[src/design/sta_pkg.sv]
// Shared constants, codes and types for the sensor time nearest match block.
package sta_pkg;

  localparam int MAX_HITS_DEF = 1024;

  localparam int CMD_W    = 2;
  localparam int CELL_W   = 64;
  localparam int TIME_W   = 32;
  localparam int REF_W    = 32;
  localparam int STATUS_W = 3;
  localparam int MIDX_W   = 10;
  localparam int DELTA_W  = 31;
  localparam int CFG_IDX_W  = 1;
  localparam int CFG_DATA_W = 64;

  // Commands
  localparam logic [CMD_W-1:0] CMD_CLEAR = 2'd0;
  localparam logic [CMD_W-1:0] CMD_LOAD  = 2'd1;
  localparam logic [CMD_W-1:0] CMD_QUERY = 2'd2;

  // Result status codes
  localparam logic [STATUS_W-1:0] ST_CLEARED = 3'd0;
  localparam logic [STATUS_W-1:0] ST_LOADED  = 3'd1;
  localparam logic [STATUS_W-1:0] ST_FULL    = 3'd2;
  localparam logic [STATUS_W-1:0] ST_MATCHED = 3'd3;
  localparam logic [STATUS_W-1:0] ST_NOMATCH = 3'd4;

  // Configuration register indexes
  localparam logic [CFG_IDX_W-1:0] REG_SENSOR_MASK  = 1'd0;
  localparam logic [CFG_IDX_W-1:0] REG_MATCH_WINDOW = 1'd1;

  // One stored reference hit
  typedef struct packed {
    logic [CELL_W-1:0] sensor;
    logic [TIME_W-1:0] hit_time;
  } entry_t;

  // Control handed from the sequencer to the compare unit
  typedef struct packed {
    logic start;
    logic valid;
  } cmp_ctl_t;

endpackage

[src/design/sta_cmp.sv]
// Two-stage compare unit: distance at the ring tail, then best-candidate tracking.
module sta_cmp #(
  parameter int IDX_W = 10
) (
  input  logic                          clk,
  input  logic                          rst_n,
  input  sta_pkg::cmp_ctl_t             ctl,
  input  logic [IDX_W-1:0]              idx,
  input  sta_pkg::entry_t               tail,
  input  logic [sta_pkg::CELL_W-1:0]    q_sensor,
  input  logic [sta_pkg::TIME_W-1:0]    q_time,
  input  logic [sta_pkg::DELTA_W-1:0]   window,
  output logic                          found,
  output logic [IDX_W-1:0]              best_idx,
  output logic [sta_pkg::DELTA_W-1:0]   best_delta
);

  localparam int TW = sta_pkg::TIME_W;

  logic              hit_a_r;
  logic [TW-1:0]     dist_a_r;
  logic [TW-1:0]     time_a_r;
  logic [IDX_W-1:0]  idx_a_r;

  logic              found_r;
  logic [TW-1:0]     best_dist_r;
  logic [TW-1:0]     best_time_r;
  logic [IDX_W-1:0]  best_idx_r;

  logic signed [TW:0] diff;
  logic [TW:0]        dist_wide;
  logic               in_win;
  logic               better;

  // Stage A: same sensor and absolute time difference
  always_comb begin
    diff      = $signed({tail.hit_time[TW-1], tail.hit_time}) -
                $signed({q_time[TW-1], q_time});
    dist_wide = diff[TW] ? (~diff + 1'b1) : diff;
  end

  always_ff @(posedge clk) begin
    if (!rst_n) begin
      hit_a_r <= 1'b0;
    end else begin
      hit_a_r <= ctl.valid && !ctl.start && (tail.sensor == q_sensor);
    end
  end

  always_ff @(posedge clk) begin
    dist_a_r <= dist_wide[TW-1:0];
    time_a_r <= tail.hit_time;
    idx_a_r  <= idx;
  end

  // Stage B: keep the closest candidate; ties go to earlier time, then lower index
  always_comb begin
    in_win = dist_a_r <= {1'b0, window};
    better = !found_r || (dist_a_r < best_dist_r) ||
             ((dist_a_r == best_dist_r) && ($signed(time_a_r) < $signed(best_time_r)));
  end

  always_ff @(posedge clk) begin
    if (!rst_n) begin
      found_r <= 1'b0;
    end else if (ctl.start) begin
      found_r <= 1'b0;
    end else if (hit_a_r && in_win) begin
      found_r <= 1'b1;
    end
  end

  always_ff @(posedge clk) begin
    if (!ctl.start && hit_a_r && in_win && better) begin
      best_dist_r <= dist_a_r;
      best_time_r <= time_a_r;
      best_idx_r  <= idx_a_r;
    end
  end

  assign found      = found_r;
  assign best_idx   = best_idx_r;
  assign best_delta = best_dist_r[sta_pkg::DELTA_W-1:0];

endmodule

[config.mk]
export PLATFORM = sky130hd
export DESIGN_NAME = sta_cmp
export DESIGN_NICKNAME = d
export VERILOG_FILES = /design/src/design/sta_pkg.sv /design/src/design/sta_cmp.sv
export SDC_FILE = /design/constraint.sdc
export NUM_CORES = 1
export LEC_CHECK = 0
export BUFFER_PORTS_ARGS = -buffer_cell sky130_fd_sc_hd__buf_2
export CORE_UTILIZATION = 58
export DETAILED_ROUTE_END_ITERATION = 10
export PLACE_DENSITY = 0.87
export SYNTH_ARGS = -nofsm -noshare
export SYNTH_HDL_FRONTEND = slang
export SYNTH_SLANG_ARGS = --single-unit
[constraint.sdc]
create_clock -name clk -period 20.2 [get_ports clk]
set_input_delay 1.01 -clock clk [delete_from_list [all_inputs] [get_ports clk]]
set_output_delay 1.01 -clock clk [all_outputs]
set_load 0.005 [all_outputs]
==> flow_summary.json <==
{
  "status": "complete, no violations",
  "dp_cells": 1568,
  "place_ws_ns": 15.40,
  "setup_ws_ns": 15.83,
  "finalPower_uw": 966,
  "drive_gt1_share_pct": 24.3,
  "stdcell_count": 1602,
  "worstSkewPairLatency_ns": 0.44,
  "yosysWarnings": 0,
  "cts_setup_buffers": 0,
  "fp-row-count": 48,
  "core_mm2": 0.0174,
  "fin_tns_setup_ns": 0,
  "post-route-util_pct": 70.8,
  "hold_ws_ns": 0.406,
  "drc_errors": 0,
  "wl_per_cell_um": 19.1,
  "synth-edff-count": 74,
  "clockBufferDepth": 2,
  "rsz0062_at_grt": "false",
  "total_leakage_power_nw": 5.97,
  "place_area_mm2": 0.0117,
  "synthFlopType": "dfxtp_1",
  "fin_crit_sh_pct": 21.6,
  "layout_common_cells": "buf_2, inv_1, ha_1",
  "syn_avg_cell_area_um2": 9.33,
  "areaGrowthSynthToFinish_pct": 18.8,
  "cp_num_buf_inv": 3,
  "cp.required_ns": 20.52,
  "cts_resized": 0,
  "drtAntennaViolNets": 0,
  "crit_path_start_kind": "input port",
  "crit_fanout": 16,
  "start_util_pct": 59.6,
  "cts_tree": "yes",
  "drv_slew": 0,
  "crit_chain": "buf_2 -> inv_1 -> ha_1 -> inv_1 -> fa_1 -> a21o_1 -> nor3b_2 -> o21ai_1 -> a211oi_2 -> o311ai_2 -> a21oi_1 -> o2bb2ai_1 -> o21ai_0 -> xnor2_1",
  "die_area_mm2": 0.0184,
  "ys_types": 79,
  "hold_viol_final": 0,
  "slew_headroom_pct": 27.2,
  "ys_seq_elements": 150,
  "final_common_cell": "buf_2",
  "yosysSeqAreaShare_pct": 36.1,
  "die_y_um": 136,
  "via_count": 9332,
  "end_kind": "flip-flop",
  "crit_path_top_delay_cell": "o2bb2ai_1",
  "syn_nets": 1478,
  "clock_skew_ns": 0.0116,
  "min_period_ns": 4.37,
  "clk_pin_slew_ns": 0.07,
  "fin_area_mm2": 0.0123,
  "crit_top_cell": "inv_1",
  "drt-total-wl_mm": 30.5,
  "min_path_type": "flip-flop to flip-flop",
  "crit_family": "compound AO/OA/AOI/OAI gates",
  "overflow": 0,
  "first_pass_iters": 5,
  "worst_pin_slew_ns": 1.09,
  "io_buffers": 278,
  "grt_first_pass_wirelength_mm": 46.0,
  "synthesis.area_mm2": 0.0104,
  "routed_via_density": 5.83,
  "max_freq_mhz": 229,
  "cp_data_arrival_time_ns": 4.69,
  "post-dp-hpwl_mm": 24.9,
  "drt-initial-drc-count": 666,
  "root_buffer": "clkbuf_16",
  "grt_pass1_vias": 9002,
  "power_density_mw_per_mm2": 78.4,
  "grt_usage_pct": 33.4,
  "ioPinCount": 279,
  "postCtsHoldBufs": 0,
  "antenna_found_initial": 1,
  "path_class": "input port to flip-flop",
  "setup_violations": 0,
  "cts_sinks": 150,
  "async_flop_share_pct": 0,
  "place_congestion": 0.992,
  "ctsHtreeMaxLevel": 4,
  "vdd.ir_drop.worst_mv": 0.0668,
  "grt_max_degree": 43,
  "cts_buffers": 17,
  "cap_violations": 0,
  "die_w_um": 136,
  "slowest_delay_ns": 0.87,
  "syn_inst": 1113,
  "nNetsFinal": 1727
}
## per-layer routing
| metal | share of wire [%] | vias up | track usage [%] |
|---|---|---|---|
| li1 | - | 4478 | - |
| met1 | 38 | 4319 | 36.7 |
| met2 | 49 | 431 | 58.4 |
| met3 | 7.3 | 104 | 7.82 |
| met4 | 5.5 | 0 | 19.6 |
| met5 | 0 | - | 0 |
## sequential cells by signal (all words and copies together) (netlist names)
register / cells
dist_a_r: 32
idx_a_r: 10
best_idx: 10
found: 1
hit_a_r: 1
time_a_r: 32
best_time_r: 32
best_dist_r: 32
## report_power, final
group          internal [mW]  switching, mW  leakage [nW]
clock                  0.165          0.149         0.283
combinational          0.123          0.150          4.38
sequential             0.351         0.0271          1.31
## logic make-up after synthesis
kind of cell	Yosys count	synth area share, %
muxes	4	0.386
AOI/OAI and AO/OA	277	18.7
adders and majority gates	128	15.5
DFF	150	36.1
buffers and inverters	219	9.35
xor gates and xnor gates	85	7.17
and+or+nand+nor	250	12.8
## synthesized netlist by cell type, drive strengths merged (5+ instances only)
| master | count | share of area [%] |
|---|---|---|
| dfxtp | 76 | 15 |
| a21oi | 61 | 3.0 |
| o211ai | 13 | 0.94 |
| or4 | 6 | 0.47 |
| a31oi | 11 | 0.66 |
| nand4 | 41 | 2.5 |
| xnor2 | 58 | 4.9 |
| a21o | 42 | 3.0 |
| o21ai | 43 | 2.1 |
| a211oi | 16 | 1.2 |
| o21a | 12 | 0.87 |
| nand2b | 5 | 0.30 |
| nor2 | 43 | 1.6 |
| a221oi | 8 | 0.74 |
| edfxtp | 74 | 21 |
| o2bb2ai | 8 | 0.67 |
| o22ai | 10 | 0.60 |
| xor2 | 27 | 2.3 |
| a311oi | 5 | 0.42 |
| nor4 | 9 | 0.54 |
| ha | 127 | 15 |
| or2 | 6 | 0.36 |
| nor2b | 12 | 0.72 |
| inv | 169 | 6.1 |
| and2 | 10 | 0.60 |
| o31ai | 9 | 0.65 |
| or3 | 8 | 0.48 |
| buf | 47 | 3.1 |
| nand2 | 49 | 1.8 |
| and3 | 7 | 0.42 |
| nor3 | 20 | 0.96 |
| nand3 | 22 | 1.1 |
## final timing paths
path | cells after the start | start | endpoint | slack, ns
setup / recovery | 14 | tail[0] | dist_a_r[4]$_DFF_P_ | 15.83
hold / removal | 0 | idx_a_r[7]$_DFF_P_ | best_idx[7]$_DFFE_PP_ | 0.41
setup reg to reg | 11 | best_dist_r[18]$_DFFE_PP_ | best_time_r[5]$_DFFE_PP_ | 16.57
hold reg to reg | 0 | idx_a_r[7]$_DFF_P_ | best_idx[7]$_DFFE_PP_ | 0.41
## area by class of cell
class,instances,area [µm²]
antenna,2,5.00
fill,1365,5090
clock buffer,17,425
timing repair buffer,280,1410
multi-input combinational,744,5680
tap,225,282
sequential,150,3740
clock inverter,15,153
inverter,169,634
No activity file was read; power rests on OpenSTA's default activity.
