File: config.mk
export PLATFORM = sky130hd
export DESIGN_NAME = sta_cell
export DESIGN_NICKNAME = d
export VERILOG_FILES = /design/src/design/sta_pkg.sv /design/src/design/sta_cell.sv
export SDC_FILE = /design/constraint.sdc
export NUM_CORES = 1
export LEC_CHECK = 0
export BUFFER_PORTS_ARGS = -buffer_cell sky130_fd_sc_hd__buf_2
export CORE_UTILIZATION = 28
export CTS_CLUSTER_DIAMETER = 60
export DETAILED_ROUTE_END_ITERATION = 6
export PLACE_DENSITY = 0.66
export REMOVE_ABC_BUFFERS = 1
export SLEW_MARGIN = 5
export SYNTH_ARGS = -nofsm -noshare
export SYNTH_HDL_FRONTEND = slang
export SYNTH_SLANG_ARGS = --single-unit
export TNS_END_PERCENT = 1
File: constraint.sdc
create_clock -name clk -period 0.8 [get_ports clk]
set_input_delay 0.2 -clock clk [delete_from_list [all_inputs] [get_ports clk]]
set_output_delay 0.2 -clock clk [all_outputs]
set_load 0.05 [all_outputs]
File: src/design/sta_pkg.sv
// Shared constants, codes and types for the sensor time nearest match block.
package sta_pkg;

  localparam int MAX_HITS_DEF = 1024;

  localparam int CMD_W    = 2;
  localparam int CELL_W   = 64;
  localparam int TIME_W   = 32;
  localparam int REF_W    = 32;
  localparam int STATUS_W = 3;
  localparam int MIDX_W   = 10;
  localparam int DELTA_W  = 31;
  localparam int CFG_IDX_W  = 1;
  localparam int CFG_DATA_W = 64;

  // Commands
  localparam logic [CMD_W-1:0] CMD_CLEAR = 2'd0;
  localparam logic [CMD_W-1:0] CMD_LOAD  = 2'd1;
  localparam logic [CMD_W-1:0] CMD_QUERY = 2'd2;

  // Result status codes
  localparam logic [STATUS_W-1:0] ST_CLEARED = 3'd0;
  localparam logic [STATUS_W-1:0] ST_LOADED  = 3'd1;
  localparam logic [STATUS_W-1:0] ST_FULL    = 3'd2;
  localparam logic [STATUS_W-1:0] ST_MATCHED = 3'd3;
  localparam logic [STATUS_W-1:0] ST_NOMATCH = 3'd4;

  // Configuration register indexes
  localparam logic [CFG_IDX_W-1:0] REG_SENSOR_MASK  = 1'd0;
  localparam logic [CFG_IDX_W-1:0] REG_MATCH_WINDOW = 1'd1;

  // One stored reference hit
  typedef struct packed {
    logic [CELL_W-1:0] sensor;
    logic [TIME_W-1:0] hit_time;
  } entry_t;

  // Control handed from the sequencer to the compare unit
  typedef struct packed {
    logic start;
    logic valid;
  } cmp_ctl_t;

endpackage

File: src/design/sta_cell.sv
// One storage cell of the hit ring: holds an entry and passes it on when enabled.
module sta_cell (
  input  logic            clk,
  input  logic            en,
  input  sta_pkg::entry_t d,
  output sta_pkg::entry_t q
);

  sta_pkg::entry_t q_r;

  always_ff @(posedge clk) begin
    if (en) begin
      q_r <= d;
    end
  end

  assign q = q_r;

endmodule

==> results.txt, run 1 <==
----------------------------------------------------
[Placed design]
  Final weighted congestion in routability-driven placement ... 0.7015
  Port-buffer cells ... 193
  Pre-CTS WS ... -0.1211 ns

[Synthesis]
  Synth Register Bits ... 96
  Unique cell type count in the Yosys netlist ... 1
  Number of warnings reported in the yosys synthesis log ... 0
  Seq/Total Area, Yosys ... 100.0%
  Synthesized area per cell ... 30.03 um2
  Post-Synthesis Cells ... 96
  Syn Std Cell Area ... 2883 um2

[Finish]
  Number of flip-flops in the largest register ... 96
  Fraction of layout instances using a drive strength above 1 ... 58.77%
  Storage element area ... 2883 um2
  Top library cells by usage in the layout, fill and taps aside ... sky130_fd_sc_hd__buf_2 (96), sky130_fd_sc_hd__buf_6 (96), sky130_fd_sc_hd__edfxtp_1 (96)
  Final Net Count ... 452
  Area used by multi-input combinational logic ... 0 um2
  Number of filler instances in the final layout ... 762
  Total inserted antenna cells ... 0
  Post-route core utilization ... 54.49%
  Area growth, synth to finish ... 86.46%
  Multi-input gate count ... 0

[Floorplan]
  Placement row count ... 36
  Vertical extent of the die ... 103.5 um
  Area of the die ... 10710 um2
  Floorplan Core Area ... 9864 um2
  Initial core utilization ... 29.22%
  Die W ... 103.5 um
  Ports ... 194

[CTS]
  Clock transition at the register clock pins on the worst setup and hold paths after CTS ... 0.09 ns
  Clock sink count ... 96
  Buffer depth of the longest clock path ... 2
  Depth of the CTS H-tree ... 3
  TritonCTS Buffers ... 9
  Cell at the root of the clock tree ... sky130_fd_sc_hd__clkbuf_8
  Clock tree from TritonCTS ... yes
  Number of setup buffers added after CTS ... 0

[Setup path]
  CP endpoint kind ... output port
  Kind of cell with the highest combined delay on the critical path ... flip-flops
  Crit path kind ... register to output port
  Slowest cell on the critical path ... sky130_fd_sc_hd__edfxtp_1
  Startpoint class of the critical path ... register
  WP data required ... 0.60 ns
  Crit path buf inv count ... 1
  Largest incremental delay on the critical path ... 0.42 ns
  Largest fanout of any net on the critical path ... 1
  Cell-by-cell listing of the critical path ... buf_6
  Critical Path AT ... 0.95 ns

[STA]
  Max frequency ... 868.0 MHz
  Unrepaired setup endpoints after global routing ... true
  Worst-margin pin slew ... 0.2610 ns
  Setup TNS after final layout ... -29.86 ns
  Final worst setup slack ... -0.3521 ns
  Slew margin rel. ... 82.60%
  Final count of hold timing violations ... 0
  Pins over their slew limit ... 0
  Final setup violating endpoints ... 96
  Final period demand of the worst path ... 1.152 ns
  Hold Worst Slack ... 0.02455 ns
  Share of the clock period used by the worst path ... 144.0%

[Route]
  Wirelength, routed ... 7280 um
  Avg WL per Cell ... 14.80 um
  Routed length on met1 ... 2476 um
  Post-route DRC ... 0
  Total number of vias ... 1926
  Metal3 WL ... 615 um
  Antenna viol nets, final ... 0
  Met2 wire length ... 4039 um
  Number of vias per cell after detailed routing ... 3.915
  Max layer used ... met4
  Iteration-0 DRC Markers ... 35
  Number of iterations in the first detailed-routing pass ... 4

[Flow run]
  Max-capacitance violation count ... 0

[Outcome]
  Status ... finished, violations left
  Violated checks ... negative setup slack

[Pwr]
  Power per cell area ... 2241 nW/um2
  Peak supply drop ... 1.188 mV
  Standby leakage power ... 2.234 nW
  PnR Total Power ... 0.01205 W

[Global routing]
  Total global routing track utilization ... 13.25%
  Pin count of the biggest net entering global routing ... 49
  Wire length of the first global-routing pass ... 9915 um
  Number of antenna violations at the first check in global routing ... 0
  Vias in the first global route ... 2018
  Overflow left after global routing ... 0

[Hold path]
  Worst Hold Class ... input pin to register

----------------------------------------------------
area by class of cell:
class / instances / share of cell area (%)
clock buffers: 9 / 2.304
clock inverters: 7 / 1.350
flip-flops and latches: 96 / 53.63
well taps: 133 / 3.096
repair buffers: 247 / 39.62
metrics by stage:
stage               area [um2]  cells
global route              5375    492
detailed placement        4058    424
CTS                       5315    486
finish                    5375    492
floorplan                 2883     96
global placement          4058    424
report_power, final:
part / total (W) / internal [W] / switching, W
Sequential: 0.00617 / 0.00598 / 0.000186
Clock: 0.00309 / 0.00144 / 0.00165
Combinational: 0.00279 / 0.00106 / 0.00173
cell usage after synthesis:
master | instances | area (um2)
sky130_fd_sc_hd__edfxtp_1 | 96 | 2883
routing by layer:
layer	vias up	track usage, %
li1	905	-
met4	0	6.717
met2	105	24.35
met3	12	6.048
met1	904	12.24
met5	-	0
path summary, 6_finish.rpt:
check | start | end | depth (start not counted) | slack (ns)
max | q[63] | q[63] | 1 | -0.35
min | d[6] | q[6] | 1 | 0.02
cells by family after synthesis:
family | count (synthesis) | share of synthesized area [%]
flip-flops | 96 | 100.0
timing repair:
item,CTS,global route
gates resized for setup,192,0
endpoints found under the hold margin,46,6
endpoints found under the setup margin,96,96
hold buffers,46,6
No activity file was read; power rests on OpenSTA's default activity.
==> run 2: changes to the inputs <==
- PLACE_DENSITY: 0.66 -> 0.68
==> run 2 against run 1 <==
The run still ends with negative setup slack left. Utilization up 0.16 points. Global-route usage up 1.4 points. Critical path depth unchanged. Sequential share of layout area down 0.16 points. Combinational power up 1%. Largest cell class unchanged.
==> results.txt, run 2 (synthesis results as in run 1) <==
----------------------------------------------------
[Outcome]
  Status ... finished, violations left
  Violated checks ... negative setup slack

[Floorplan]
  Vertical extent of the die ... 103.5 um
  Placement row count ... 36
  Area of the die ... 10710 um2
  Ports ... 194
  Initial core utilization ... 29.22%
  Die W ... 103.5 um
  Floorplan Core Area ... 9864 um2

[Route]
  Metal3 WL ... 673 um
  Avg WL per Cell ... 15.83 um
  Met2 wire length ... 4242 um
  Number of vias per cell after detailed routing ... 4.040
  Antenna viol nets, final ... 0
  Max layer used ... met4
  Routed length on met1 ... 2712 um
  Number of iterations in the first detailed-routing pass ... 4
  Post-route DRC ... 0
  Wirelength, routed ... 7854 um
  Iteration-0 DRC Markers ... 52
  Total number of vias ... 2004

[Setup path]
  WP data required ... 0.60 ns
  Crit path kind ... register to output port
  Cell-by-cell listing of the critical path ... buf_6
  Kind of cell with the highest combined delay on the critical path ... flip-flops
  Start point of the critical path ... q[20]
  CP endpoint kind ... output port
  Capture point of the worst path ... q[20]
  Critical Path AT ... 0.95 ns
  Largest fanout of any net on the critical path ... 1
  Crit path buf inv count ... 1
  Slowest cell on the critical path ... sky130_fd_sc_hd__edfxtp_1
  Startpoint class of the critical path ... register
  Cell depth of the worst setup path ... 1
  Largest incremental delay on the critical path ... 0.42 ns

[Finish]
  Top library cells by usage in the layout, fill and taps aside ... sky130_fd_sc_hd__buf_2 (96), sky130_fd_sc_hd__edfxtp_1 (96), sky130_fd_sc_hd__buf_6 (95)
  Post-route core utilization ... 54.66%
  Total inserted antenna cells ... 0
  Number of flip-flops in the largest register ... 96
  Area growth, synth to finish ... 87.02%
  Multi-input gate count ... 0
  Final Net Count ... 458
  Area used by multi-input combinational logic ... 0 um2
  Fraction of layout instances using a drive strength above 1 ... 56.47%

[Placed design]
  Pre-CTS WS ... -0.1193 ns
  Final weighted congestion in routability-driven placement ... 0.7219
  Hpwl dp ... 4710 um
  Port-buffer cells ... 193

[Global routing]
  Overflow left after global routing ... 0
  Total global routing track utilization ... 14.68%
  Vias in the first global route ... 2149
  Wire length of the first global-routing pass ... 10720 um
  Number of antenna violations at the first check in global routing ... 0
  Pin count of the biggest net entering global routing ... 49

[STA]
  Final count of hold timing violations ... 0
  Final setup violating endpoints ... 96
  Max frequency ... 868.9 MHz
  Pins over their slew limit ... 0
  Final period demand of the worst path ... 1.151 ns
  Slew margin rel. ... 82.50%
  Worst-margin pin slew ... 0.2624 ns
  Final worst setup slack ... -0.3509 ns
  Share of the clock period used by the worst path ... 143.9%
  Unrepaired setup endpoints after global routing ... true

[CTS]
  Depth of the CTS H-tree ... 3
  Clock transition at the register clock pins on the worst setup and hold paths after CTS ... 0.08 ns
  Buffer depth of the longest clock path ... 2
  TritonCTS Buffers ... 9
  Cell at the root of the clock tree ... sky130_fd_sc_hd__clkbuf_8
  Clock sink count ... 96
  Number of setup buffers added after CTS ... 0
  Clock tree from TritonCTS ... yes

[Pwr]
  Sequential cell fraction of total power ... 53.3%
  Switching fraction of total power ... 29.58%
  Combinational share of power ... 24.5%
  Power per cell area ... 2148 nW/um2
  Power dissipated by switching net loads ... 0.003425 W
  Internal ... 0.008153 W
  Peak supply drop ... 1.103 mV
  Part of the total power dissipated in the clock network ... 22.2%
  Standby leakage power ... 2.241 nW

[Flow run]
  Max-capacitance violation count ... 0

[Hold path]
  Worst Hold Class ... input pin to register

----------------------------------------------------
[run 2: cell count changes in the layout (fill, tap and decap cells not counted)]
| cell | change |
|---|---|
| sky130_fd_sc_hd__buf_12 | +1 |
| sky130_fd_sc_hd__buf_6 | -1 |
| sky130_fd_sc_hd__bufinv_16 | -1 |
| sky130_fd_sc_hd__clkbuf_1 | +3 |
| sky130_fd_sc_hd__clkinv_1 | +1 |
| sky130_fd_sc_hd__clkinv_2 | -1 |
| sky130_fd_sc_hd__clkinv_4 | -2 |
| sky130_fd_sc_hd__clkinvlp_4 | -2 |
| sky130_fd_sc_hd__dlygate4sd3_1 | +6 |
[run 2: power groups by stage]
stage / logic [W] / clock network, W / registers [W]
6_report: 0.00283 / 0.00257 / 0.00617
5_1_grt: 0.00293 / 0.00288 / 0.00621
4_1_cts: 0.00276 / 0.00267 / 0.00617
3_5_place_dp: 0.00214 / 0 / 0.00618
3_3_place_gp: 0.00213 / 0 / 0.00616
2_1_floorplan: 0 / 0 / 0.00759
[run 2: layout make-up]
cell class,instances,area (um2)
Fill cell,774,4473
Sequential cell,96,2883
Timing Repair Buffer,253,2198
Tap cell,133,166.4
Clock buffer,12,135.1
Clock inverter,2,8.758
[run 2: per-stage QoR]
step | instances | setup TNS, ns | cell area (um2) | power (W) | hold WS, ns
after global placement | 424 | -9.698 | 4073 | 0.008290 | 0.3765
after detailed placement | 424 | -10.66 | 4073 | 0.008320 | 0.3781
after CTS | 481 | -31.97 | 5241 | 0.01159 | 0.00006684
after global routing | 496 | -34.78 | 5391 | 0.01202 | 0.0001007
after floorplan | 96 | -0.05808 | 2883 | 0.007592 | 0.2989
final | 496 | -30.08 | 5391 | 0.01158 | 0.01744
[run 2: worst min-delay path by stage]
stage,startpoint,cells after the start,to,slack (ns)
after floorplan,d[0],0,q[0],0.30
after global placement,d[10],1,q[10],0.38
after detailed placement,d[20],1,q[20],0.38
after CTS,d[47],1,q[47],0.00007
after global routing,d[31],1,q[31],0.0001
final,d[45],1,q[45],0.02
[run 2: repair_timing]
action	CTS	global route
pin swaps	0	0
resized for setup	190	0
endpoints found under the hold margin	43	15
endpoints found under the setup margin	96	96
hold buffers	43	15
[run 2: routing by layer]
| layer | GRT usage (%) | vias to the layer above |
|---|---|---|
| met4 | 8.776 | 0 |
| met1 | 13.50 | 951 |
| met5 | 0 | - |
| met2 | 26.64 | 120 |
| li1 | - | 916 |
| met3 | 6.384 | 17 |
